[config.mk]
export PLATFORM = sky130hd
export DESIGN_NAME = moving_average_filter_unit
export DESIGN_NICKNAME = d
export VERILOG_FILES = /design/src/rtl/maf_pkg.sv /design/src/rtl/maf_ram.sv /design/src/rtl/maf_div.sv /design/src/rtl/moving_average_filter_unit.sv
export SDC_FILE = /design/constraint.sdc
export NUM_CORES = 1
export LEC_CHECK = 0
export BUFFER_PORTS_ARGS = -buffer_cell sky130_fd_sc_hd__buf_4
export CORE_UTILIZATION = 35
export CTS_BUF_LIST = sky130_fd_sc_hd__clkbuf_4
export CTS_CLUSTER_DIAMETER = 60
export CTS_CLUSTER_SIZE = 10
export DETAILED_ROUTE_END_ITERATION = 7
export GPL_TIMING_DRIVEN = 0
export SLEW_MARGIN = 20
export SYNTH_ARGS = -nofsm -noshare
export SYNTH_HDL_FRONTEND = slang
export SYNTH_HIERARCHICAL = 1
export SYNTH_SLANG_ARGS = --single-unit
[constraint.sdc]
create_clock -name i_clk -period 4.6 [get_ports i_clk]
set_input_delay 0.92 -clock i_clk [delete_from_list [all_inputs] [get_ports i_clk]]
set_output_delay 0.92 -clock i_clk [all_outputs]
set_load 0.005 [all_outputs]
[src/rtl/maf_pkg.sv]
// Shared constants for the moving average filter.
package maf_pkg;

    // Width of the window length register and of the divisor.
    localparam int LEN_W = 7;

endpackage

[src/rtl/maf_ram.sv]
// Generic simple dual-port RAM with registered read data.
module maf_ram #(
    parameter int WIDTH = 16,
    parameter int DEPTH = 64,
    localparam int AW = (DEPTH > 1) ? $clog2(DEPTH) : 1
) (
    input  logic             i_clk,
    input  logic             i_wr_en,
    input  logic [AW-1:0]    i_wr_addr,
    input  logic [WIDTH-1:0] i_wr_data,
    input  logic             i_rd_en,
    input  logic [AW-1:0]    i_rd_addr,
    output logic [WIDTH-1:0] o_rd_data
);

    logic [WIDTH-1:0] r_mem [DEPTH];
    logic [WIDTH-1:0] r_rd_data;

    // Write port
    always_ff @(posedge i_clk) begin
        if (i_wr_en) begin
            r_mem[i_wr_addr] <= i_wr_data;
        end
    end

    // Registered read port
    always_ff @(posedge i_clk) begin
        if (i_rd_en) begin
            r_rd_data <= r_mem[i_rd_addr];
        end
    end

    assign o_rd_data = r_rd_data;

endmodule

[src/rtl/maf_div.sv]
// Serial signed divider: window sum by window length, one quotient bit per cycle.
module maf_div
    import maf_pkg::*;
#(
    parameter int SAMPLE_BITS = 16,
    localparam int SUM_W = SAMPLE_BITS + LEN_W
) (
    input  logic                          i_clk,
    input  logic                          i_rst_n,
    input  logic                          i_start,
    input  logic signed [SUM_W-1:0]       i_sum,
    input  logic [LEN_W-1:0]              i_len,
    output logic                          o_done,
    output logic signed [SAMPLE_BITS-1:0] o_quot
);

    localparam int CW = $clog2(SAMPLE_BITS + 1);

    logic                   r_busy, n_busy;
    logic                   r_done, n_done;
    logic                   r_neg, n_neg;
    logic [LEN_W-1:0]       r_rem, n_rem;
    logic [SAMPLE_BITS-1:0] r_dvd, n_dvd;
    logic [CW-1:0]          r_cnt, n_cnt;

    logic [SUM_W-1:0]       mag;
    logic [LEN_W+1:0]       trial;
    logic                   borrow;

    // Magnitude of the dividend; the quotient always fits in SAMPLE_BITS bits,
    // so the upper part is already below the divisor and seeds the remainder
    assign mag = i_sum[SUM_W-1] ? (~$unsigned(i_sum) + SUM_W'(1)) : $unsigned(i_sum);

    // Trial subtract of the divisor from the shifted remainder
    assign trial  = {1'b0, r_rem, r_dvd[SAMPLE_BITS-1]} - {2'b00, i_len};
    assign borrow = trial[LEN_W+1];

    // Next-state logic
    always_comb begin
        n_busy = r_busy;
        n_done = 1'b0;
        n_neg  = r_neg;
        n_rem  = r_rem;
        n_dvd  = r_dvd;
        n_cnt  = r_cnt;
        if (i_start) begin
            n_busy = 1'b1;
            n_neg  = i_sum[SUM_W-1];
            n_rem  = mag[SUM_W-1:SAMPLE_BITS];
            n_dvd  = mag[SAMPLE_BITS-1:0];
            n_cnt  = CW'(SAMPLE_BITS - 1);
        end else if (r_busy) begin
            if (borrow) begin
                n_rem = {r_rem[LEN_W-2:0], r_dvd[SAMPLE_BITS-1]};
            end else begin
                n_rem = trial[LEN_W-1:0];
            end
            n_dvd = {r_dvd[SAMPLE_BITS-2:0], ~borrow};
            n_cnt = r_cnt - CW'(1);
            if (r_cnt == '0) begin
                n_busy = 1'b0;
                n_done = 1'b1;
            end
        end
    end

    // Control registers
    always_ff @(posedge i_clk) begin
        if (!i_rst_n) begin
            r_busy <= 1'b0;
            r_done <= 1'b0;
        end else begin
            r_busy <= n_busy;
            r_done <= n_done;
        end
    end

    // Datapath registers
    always_ff @(posedge i_clk) begin
        r_neg <= n_neg;
        r_rem <= n_rem;
        r_dvd <= n_dvd;
        r_cnt <= n_cnt;
    end

    // Restore the sign: truncation toward zero
    assign o_quot = r_neg ? $signed(~r_dvd + SAMPLE_BITS'(1)) : $signed(r_dvd);
    assign o_done = r_done;

endmodule

[src/rtl/moving_average_filter_unit.sv]
// Boxcar moving average filter: window store, running sum and serial divide.
//
// Usage:
//   Input channel (i_in_valid / o_in_stall / i_sample) takes one signed
//   sample per word. Output channel (o_out_valid / i_out_stall / o_average)
//   returns one word per sample: the mean of the newest window_length
//   samples, truncated toward zero. Window length is written on the
//   configuration channel (i_cfg_valid / o_cfg_ready / i_cfg_data) while
//   the block is idle; a pending write holds off the input for that cycle.
//   0 acts as 1, values above MAX_WINDOW act as MAX_WINDOW.
//   A new sample is accepted only once the previous result has reached the
//   output register; the divider produces one quotient bit per cycle. The
//   running sum is updated with one RAM read and one write. The first sample
//   after a length write rebuilds the sum by reading the window from the RAM.
//   Reset (synchronous) empties the window: entries older than the samples
//   received since reset read as zero through a fill count, no clearing pass.
//   A finished word waits in the output register while the receiver stalls;
//   the next sample is accepted meanwhile and its result waits until the
//   output register frees.
module moving_average_filter_unit
    import maf_pkg::*;
#(
    parameter int MAX_WINDOW  = 64,
    parameter int SAMPLE_BITS = 16
) (
    input  logic                          i_clk,
    input  logic                          i_rst_n,
    // sample input
    input  logic                          i_in_valid,
    output logic                          o_in_stall,
    input  logic signed [SAMPLE_BITS-1:0] i_sample,
    // average output
    output logic                          o_out_valid,
    input  logic                          i_out_stall,
    output logic signed [SAMPLE_BITS-1:0] o_average,
    // window length register
    input  logic                          i_cfg_valid,
    output logic                          o_cfg_ready,
    input  logic [LEN_W-1:0]              i_cfg_data
);

    localparam int AW     = (MAX_WINDOW > 1) ? $clog2(MAX_WINDOW) : 1;
    localparam int FILL_W = $clog2(MAX_WINDOW + 1);
    localparam int CNT_W  = (FILL_W > LEN_W) ? FILL_W : LEN_W;
    localparam int DW     = ((AW > LEN_W) ? AW : LEN_W) + 1;
    localparam int SUM_W  = SAMPLE_BITS + LEN_W;

    // Sequencer states
    localparam logic [2:0] S_IDLE  = 3'd0;
    localparam logic [2:0] S_UPD   = 3'd1;
    localparam logic [2:0] S_FILLW = 3'd2;
    localparam logic [2:0] S_SCAN  = 3'd3;
    localparam logic [2:0] S_SDRN  = 3'd4;
    localparam logic [2:0] S_DIV   = 3'd5;
    localparam logic [2:0] S_WAIT  = 3'd6;
    localparam logic [2:0] S_OUT   = 3'd7;

    logic [2:0]                    r_state, n_state;
    logic [AW-1:0]                 r_wp, n_wp;
    logic [FILL_W-1:0]             r_fill, n_fill;
    logic [LEN_W-1:0]              r_len, n_len;
    logic                          r_dirty, n_dirty;
    logic signed [SUM_W-1:0]       r_sum, n_sum;
    logic signed [SAMPLE_BITS-1:0] r_new, n_new;
    logic                          r_old_vld, n_old_vld;
    logic                          r_take, n_take;
    logic [LEN_W-1:0]              r_k, n_k;
    logic [AW-1:0]                 r_scan_addr, n_scan_addr;
    logic                          r_out_valid, n_out_valid;
    logic signed [SAMPLE_BITS-1:0] r_average, n_average;

    logic                   wr_en, rd_en;
    logic [AW-1:0]          wr_addr, rd_addr;
    logic [SAMPLE_BITS-1:0] rd_data;
    logic [DW-1:0]          old_diff;
    logic [AW-1:0]          old_addr;
    logic [AW-1:0]          wp_inc, scan_dec;
    logic [FILL_W-1:0]      fill_inc;
    logic [LEN_W-1:0]       cfg_len;
    logic signed [SUM_W-1:0] new_ext, rd_ext;
    logic                   in_acc, out_free;
    logic                   div_start, div_done;
    logic signed [SAMPLE_BITS-1:0] div_quot;

    // Window store
    maf_ram #(
        .WIDTH (SAMPLE_BITS),
        .DEPTH (MAX_WINDOW)
    ) u_ram (
        .i_clk     (i_clk),
        .i_wr_en   (wr_en),
        .i_wr_addr (wr_addr),
        .i_wr_data (r_new),
        .i_rd_en   (rd_en),
        .i_rd_addr (rd_addr),
        .o_rd_data (rd_data)
    );

    // Serial divider
    maf_div #(
        .SAMPLE_BITS (SAMPLE_BITS)
    ) u_div (
        .i_clk   (i_clk),
        .i_rst_n (i_rst_n),
        .i_start (div_start),
        .i_sum   (r_sum),
        .i_len   (r_len),
        .o_done  (div_done),
        .o_quot  (div_quot)
    );

    // Address of the sample that leaves the window: write pointer minus length
    assign old_diff = DW'(r_wp) - DW'(r_len);
    always_comb begin
        if (old_diff[DW-1]) begin
            old_addr = AW'(old_diff + DW'(MAX_WINDOW));
        end else begin
            old_addr = old_diff[AW-1:0];
        end
    end

    // Circular pointer steps and saturating fill count
    assign wp_inc   = (r_wp == AW'(MAX_WINDOW - 1)) ? '0 : r_wp + AW'(1);
    assign scan_dec = (r_scan_addr == '0) ? AW'(MAX_WINDOW - 1) : r_scan_addr - AW'(1);
    assign fill_inc = (r_fill == FILL_W'(MAX_WINDOW)) ? r_fill : r_fill + FILL_W'(1);

    // Clamp the written length into 1..MAX_WINDOW
    always_comb begin
        if (i_cfg_data == '0) begin
            cfg_len = LEN_W'(1);
        end else if (int'(i_cfg_data) > MAX_WINDOW) begin
            cfg_len = LEN_W'(MAX_WINDOW);
        end else begin
            cfg_len = i_cfg_data;
        end
    end

    // Sign-extend samples to the sum width
    assign new_ext = {{LEN_W{r_new[SAMPLE_BITS-1]}}, r_new};
    assign rd_ext  = {{LEN_W{rd_data[SAMPLE_BITS-1]}}, rd_data};

    // A length write takes the idle cycle ahead of a sample
    assign in_acc   = i_in_valid && (r_state == S_IDLE) && !i_cfg_valid;
    assign out_free = !r_out_valid || !i_out_stall;

    // Sequencer
    always_comb begin
        n_state       = r_state;
        n_wp          = r_wp;
        n_fill        = r_fill;
        n_len         = r_len;
        n_dirty       = r_dirty;
        n_sum         = r_sum;
        n_new         = r_new;
        n_old_vld     = r_old_vld;
        n_take        = 1'b0;
        n_k           = r_k;
        n_scan_addr   = r_scan_addr;
        n_out_valid   = r_out_valid && i_out_stall;
        n_average     = r_average;
        wr_en         = 1'b0;
        wr_addr       = r_wp;
        rd_en         = 1'b0;
        rd_addr       = old_addr;
        div_start     = 1'b0;

        unique case (r_state)
            S_IDLE: begin
                // take a length write; it forces a rebuild of the sum
                if (i_cfg_valid) begin
                    n_len   = cfg_len;
                    n_dirty = 1'b1;
                end
                // accept a word and fetch the sample that leaves the window
                if (in_acc) begin
                    n_new     = i_sample;
                    rd_en     = 1'b1;
                    n_old_vld = CNT_W'(r_fill) >= CNT_W'(r_len);
                    n_state   = r_dirty ? S_FILLW : S_UPD;
                end
            end
            S_UPD: begin
                // store the new sample and adjust the running sum
                wr_en  = 1'b1;
                n_wp   = wp_inc;
                n_fill = fill_inc;
                n_sum  = r_sum + new_ext - (r_old_vld ? rd_ext : SUM_W'(0));
                n_state = S_DIV;
            end
            S_FILLW: begin
                // store the new sample and start a fresh sum from it backward
                wr_en       = 1'b1;
                n_wp        = wp_inc;
                n_fill      = fill_inc;
                n_sum       = '0;
                n_k         = '0;
                n_scan_addr = r_wp;
                n_state     = S_SCAN;
            end
            S_SCAN: begin
                // read one window entry per cycle, newest first
                rd_en       = 1'b1;
                rd_addr     = r_scan_addr;
                n_take      = CNT_W'(r_k) < CNT_W'(r_fill);
                n_k         = r_k + LEN_W'(1);
                n_scan_addr = scan_dec;
                if (r_take) begin
                    n_sum = r_sum + rd_ext;
                end
                if (r_k == r_len - LEN_W'(1)) begin
                    n_state = S_SDRN;
                end
            end
            S_SDRN: begin
                // add the last entry in flight
                if (r_take) begin
                    n_sum = r_sum + rd_ext;
                end
                n_dirty = 1'b0;
                n_state = S_DIV;
            end
            S_DIV: begin
                div_start = 1'b1;
                n_state   = S_WAIT;
            end
            S_WAIT: begin
                if (div_done) begin
                    n_state = S_OUT;
                end
            end
            S_OUT: begin
                // hold the quotient until the output register frees
                if (out_free) begin
                    n_average   = div_quot;
                    n_out_valid = 1'b1;
                    n_state     = S_IDLE;
                end
            end
            default: begin
                n_state = S_IDLE;
            end
        endcase
    end

    // Control registers
    always_ff @(posedge i_clk) begin
        if (!i_rst_n) begin
            r_state     <= S_IDLE;
            r_wp        <= '0;
            r_fill      <= '0;
            r_len       <= LEN_W'(1);
            r_dirty     <= 1'b0;
            r_sum       <= '0;
            r_take      <= 1'b0;
            r_k         <= '0;
            r_out_valid <= 1'b0;
        end else begin
            r_state     <= n_state;
            r_wp        <= n_wp;
            r_fill      <= n_fill;
            r_len       <= n_len;
            r_dirty     <= n_dirty;
            r_sum       <= n_sum;
            r_take      <= n_take;
            r_k         <= n_k;
            r_out_valid <= n_out_valid;
        end
    end

    // Payload registers
    always_ff @(posedge i_clk) begin
        r_new       <= n_new;
        r_old_vld   <= n_old_vld;
        r_scan_addr <= n_scan_addr;
        r_average   <= n_average;
    end

    assign o_in_stall  = (r_state != S_IDLE) || i_cfg_valid;
    assign o_out_valid = r_out_valid;
    assign o_average   = r_average;
    assign o_cfg_ready = (r_state == S_IDLE);

endmodule
==> metrics.md <==
| Metric | Value |
|---|---|
| Buf+Inv Stages, Crit Path | `4` |
| Hold WC Path Type | `primary input to register` |
| Sequential share of power | `34.8%` |
| Syn_area_per_cell | `17.0 um2` |
| Vias | `28325` |
| Buffers added on ports | `46` |
| Sequential area share after synthesis | `68.5%` |
| Worst setup margin | `0.155 ns` |
| Mapped Area | `50200 um2` |
| Setup WS pre-CTS | `-0.862 ns` |
| Fill count | `12951` |
| # Post-CTS Setup Buffers | `0` |
| # DRC | `0` |
| Reg2reg start | `r_wp[0]` |
| Most used cell, CP | `buf_2` |
| First-pass GRT wire length | `192 mm` |
| TritonRoute pass-1 iters | `6` |
| Unrepaired setup endpoints after global routing | `false` |
| Starting Density | `35.4%` |
| Overall die height | `381 um` |
| Maximum vdd drop | `0.471 mV` |
| Cell taking the most area after synthesis | `edfxtp_1` |
| WL/cell | `25.5 um` |
| Iteration-0 DRC count of the detailed router | `3065` |
| Hold Vio Cnt, Final | `0` |
| Outcome | `finished clean` |
| Worst reg-to-reg path cell count | `13` |
| Die width | `381 um` |
| Synth area leaders | `edfxtp_1 66%, mux4_2 9.9%, dfxtp_1 2.5%, ha_1 2.0%, mux2i_1 1.8%` |
| CP required | `5.47 ns` |
| Total track usage | `18.2%` |
| CP startpoint | `r_wp[0]` |
| Die area | `145000 um2` |
| Final ANT Viol Nets | `0` |
| Congestion Overflow GR | `0` |
| Pwr Density | `651 nW/um2` |
| Final Max Slew Viols | `0` |
| Post-route minimum period | `4.45 ns` |
| Largest net degree at the start of global routing | `25` |
| Crit path DAT | `5.31 ns` |
| Max Clock Skew | `0.0914 ns` |
| Fin crit share | `96.6%` |
| Top FF cell, synth | `edfxtp_1` |
| CTS Sinks | `1166` |
| Critical path peak fanout | `11` |
| Finish-stage setup viols | `0` |
| Crit. End Element | `register` |
| Int Power | `21700 uW` |
| Cell family with most CP delay | `buffers and inverters` |
| CP Launch Type | `register` |
| Nets | `3398` |
| Cells after Synth | `2952` |
| CTS tree | `done` |
| Worst R2R End | `u_ram/o_rd_data[0]` |
| Non-Filler Instances | `5197` |
| R2R Setup Slk | `0.15 ns` |
| Initial antenna violation count | `6` |
| Sw Ratio | `41.1%` |
| Levels on crit path | `13` |
| Crit Path Category | `register to register` |
| Post-synth top area share | `66.0%` |
| Crit path to | `u_ram/o_rd_data[0]` |
| Area Growth Syn to Fin | `12.8%` |
| RePlAce Congestion | `0.865` |
| Routed vias/inst | `5.45` |
| Syn_nets | `3086` |
| Crit-path max cell delay | `0.54 ns` |
| #FFs+latches synth | `1166` |
| Fmax | `225 MHz` |
| H-tree Lvls | `4` |
| Comb power frac | `50.7%` |
| Max clock buf depth | `3` |
| Synth async-reset ratio | `0%` |
| Clock Root Buffer | `clkbuf_4` |
| Area of the core | `142000 um2` |
| Clock network power share | `14.5%` |
| Clk slew on worst S/H paths | `0.13 ns` |
| Fraction of layout cells with a size suffix above 1 | `24.0%` |
| Post-DP HPWL | `94.6 mm` |
| Max-Cap Viols | `0` |
| Clk_lat worst skew | `1.18 ns` |
| Total routed wirelength | `133 mm` |
| Worst slew pin tran | `0.975 ns` |
| YS warnings | `6` |
| Max stage delay cell, worst path | `dfxtp_2` |
| I/O Pins | `47` |
| Switch Pwr | `15200 uW` |
| Leakage | `0.0187 uW` |
| Worst slew margin | `34.8%` |
| Cell Rows | `138` |
| Yosys cell types | `89` |
| Vias in the first global route | `28030` |
| Crit-path cells | `inv_1 -> ha_1 -> fa_1 -> xor2_1 -> a21oi_1 -> buf_2 -> buf_4 -> buf_2 -> mux4_2 -> mux2i_2 -> a22oi_1 -> a31oi_2 -> a311oi_2` |
| Number of synthesized flops with an enable pin | `1103` |
| TritonCTS buffer count | `136` |
| Placed Cells | `4997` |
[how the worst min path moves through the flow]
stage	end	slack, ns	cells past startpoint	startpoint
floorplan	r_dirty	0.47	2	r_dirty
global placement	r_dirty	0.49	2	r_dirty
detailed placement	r_dirty	0.50	2	r_dirty
CTS	r_len[0]	0.0009	3	i_cfg_data[0]
global route	r_len[0]	0.03	3	i_cfg_data[0]
finish	r_len[0]	0.12	3	i_cfg_data[0]
[layout make-up]
type                    instances  area, um2  share of cell area [%]
inverters                     126        475                   0.840
clock buffers                 146       1100                    1.94
diodes                         15       37.5                  0.0663
well taps                    1890       2360                    4.18
plain buffers                 136        905                    1.60
repair buffers                175       2130                    3.77
clock inverters                20        324                   0.572
flip-flops and latches       1166      34400                    60.7
multi-input cells            1523      14900                    26.3
[repair_timing]
action | 4_1_cts | 5_1_grt
pin swaps | 1 | 0
hold endpoints to repair | 22 | 0
gates resized for setup | 53 | 8
endpoints found under the setup margin | 16 | 16
hold buffers | 20 | 0
[registers in the layout (all words and copies together) (netlist names), 16 cells and up]
register         flops
u_ram/o_rd_data     16
u_div/r_dvd         16
o_average           16
r_sum               23
r_new               16
u_ram/r_mem       1024
[power groups by stage]
| stage | sequential (uW) | clock [uW] | combinational (uW) |
|---|---|---|---|
| CTS | 12800 | 5490 | 18500 |
| global placement | 13400 | 0 | 17300 |
| floorplan | 13000 | 0 | 11600 |
| global route | 12900 | 5910 | 19600 |
| finish | 12800 | 5340 | 18700 |
| detailed placement | 13100 | 0 | 18000 |
[layer usage]
layer  part of all wire, %  global-route usage (%)  wire length, um
met4                   3.3                    6.45             4440
met1                    42                    24.9            56200
met2                    47                    29.0            62200
met3                   7.4                    3.43             9830
met5                 0.027                       0               36
[metrics by stage]
| stage | total power (uW) | hold WS (ns) | instance area (um2) | utilization, % | TNS [ns] |
|---|---|---|---|---|---|
| final | 36900 | 0.121 | 56600 | 39.9 | 0 |
| after floorplan | 24600 | 0.469 | 50200 | - | 0 |
| after detailed placement | 31000 | 0.496 | 54700 | 38.6 | -9.89 |
| after global routing | 38400 | 0.0266 | 56600 | 39.9 | 0 |
| after CTS | 36800 | 0.000895 | 56600 | 39.9 | 0 |
| after global placement | 30800 | 0.495 | 52900 | 37.3 | -32.62 |
[worst min-delay path: cells and delay by family]
kind / cells / cell delay (ns)
buffers and inverters: 1 / 0.11
AO/OA/AOI/OAI: 2 / 0.23
[kinds of logic after synthesis]
group                    after synthesis  share of synthesized area [%]
AND/OR/NAND/NOR                      533                           5.39
multiplexers                         346                           12.6
AO/OA/AOI/OAI                        431                           5.95
flip-flops                          1166                           68.5
XOR/XNOR                             107                           1.87
adder cells (fa/ha/maj)              106                           3.02
buffers and inverters                263                           2.67
[layout by cell type (no fill, tap or decap), types with 62 or more instances in the layout]
cell type	count
edfxtp_1	1103
buf_8	62
xnor2_1	67
nand2_1	120
buf_4	75
mux2i_1	86
nor2_1	77
clkbuf_4	147
mux4_2	220
ha_1	81
inv_1	125
a21oi_1	99
o21ai_0	74
[synthesized netlist by cell type (all sizes together), types with 30 or more instances]
library cell / n
buf: 85
inv: 126
a21oi: 105
o21ai: 86
mux2: 30
clkbuf: 52
a221oi: 30
nand3: 40
ha: 81
edfxtp: 1103
mux4: 224
nor2: 142
nor2b: 54
a22oi: 41
nand2: 122
and2: 32
dfxtp: 63
xor2: 40
mux2i: 92
xnor2: 67
Note: power is estimated with default switching activity, not from simulation.
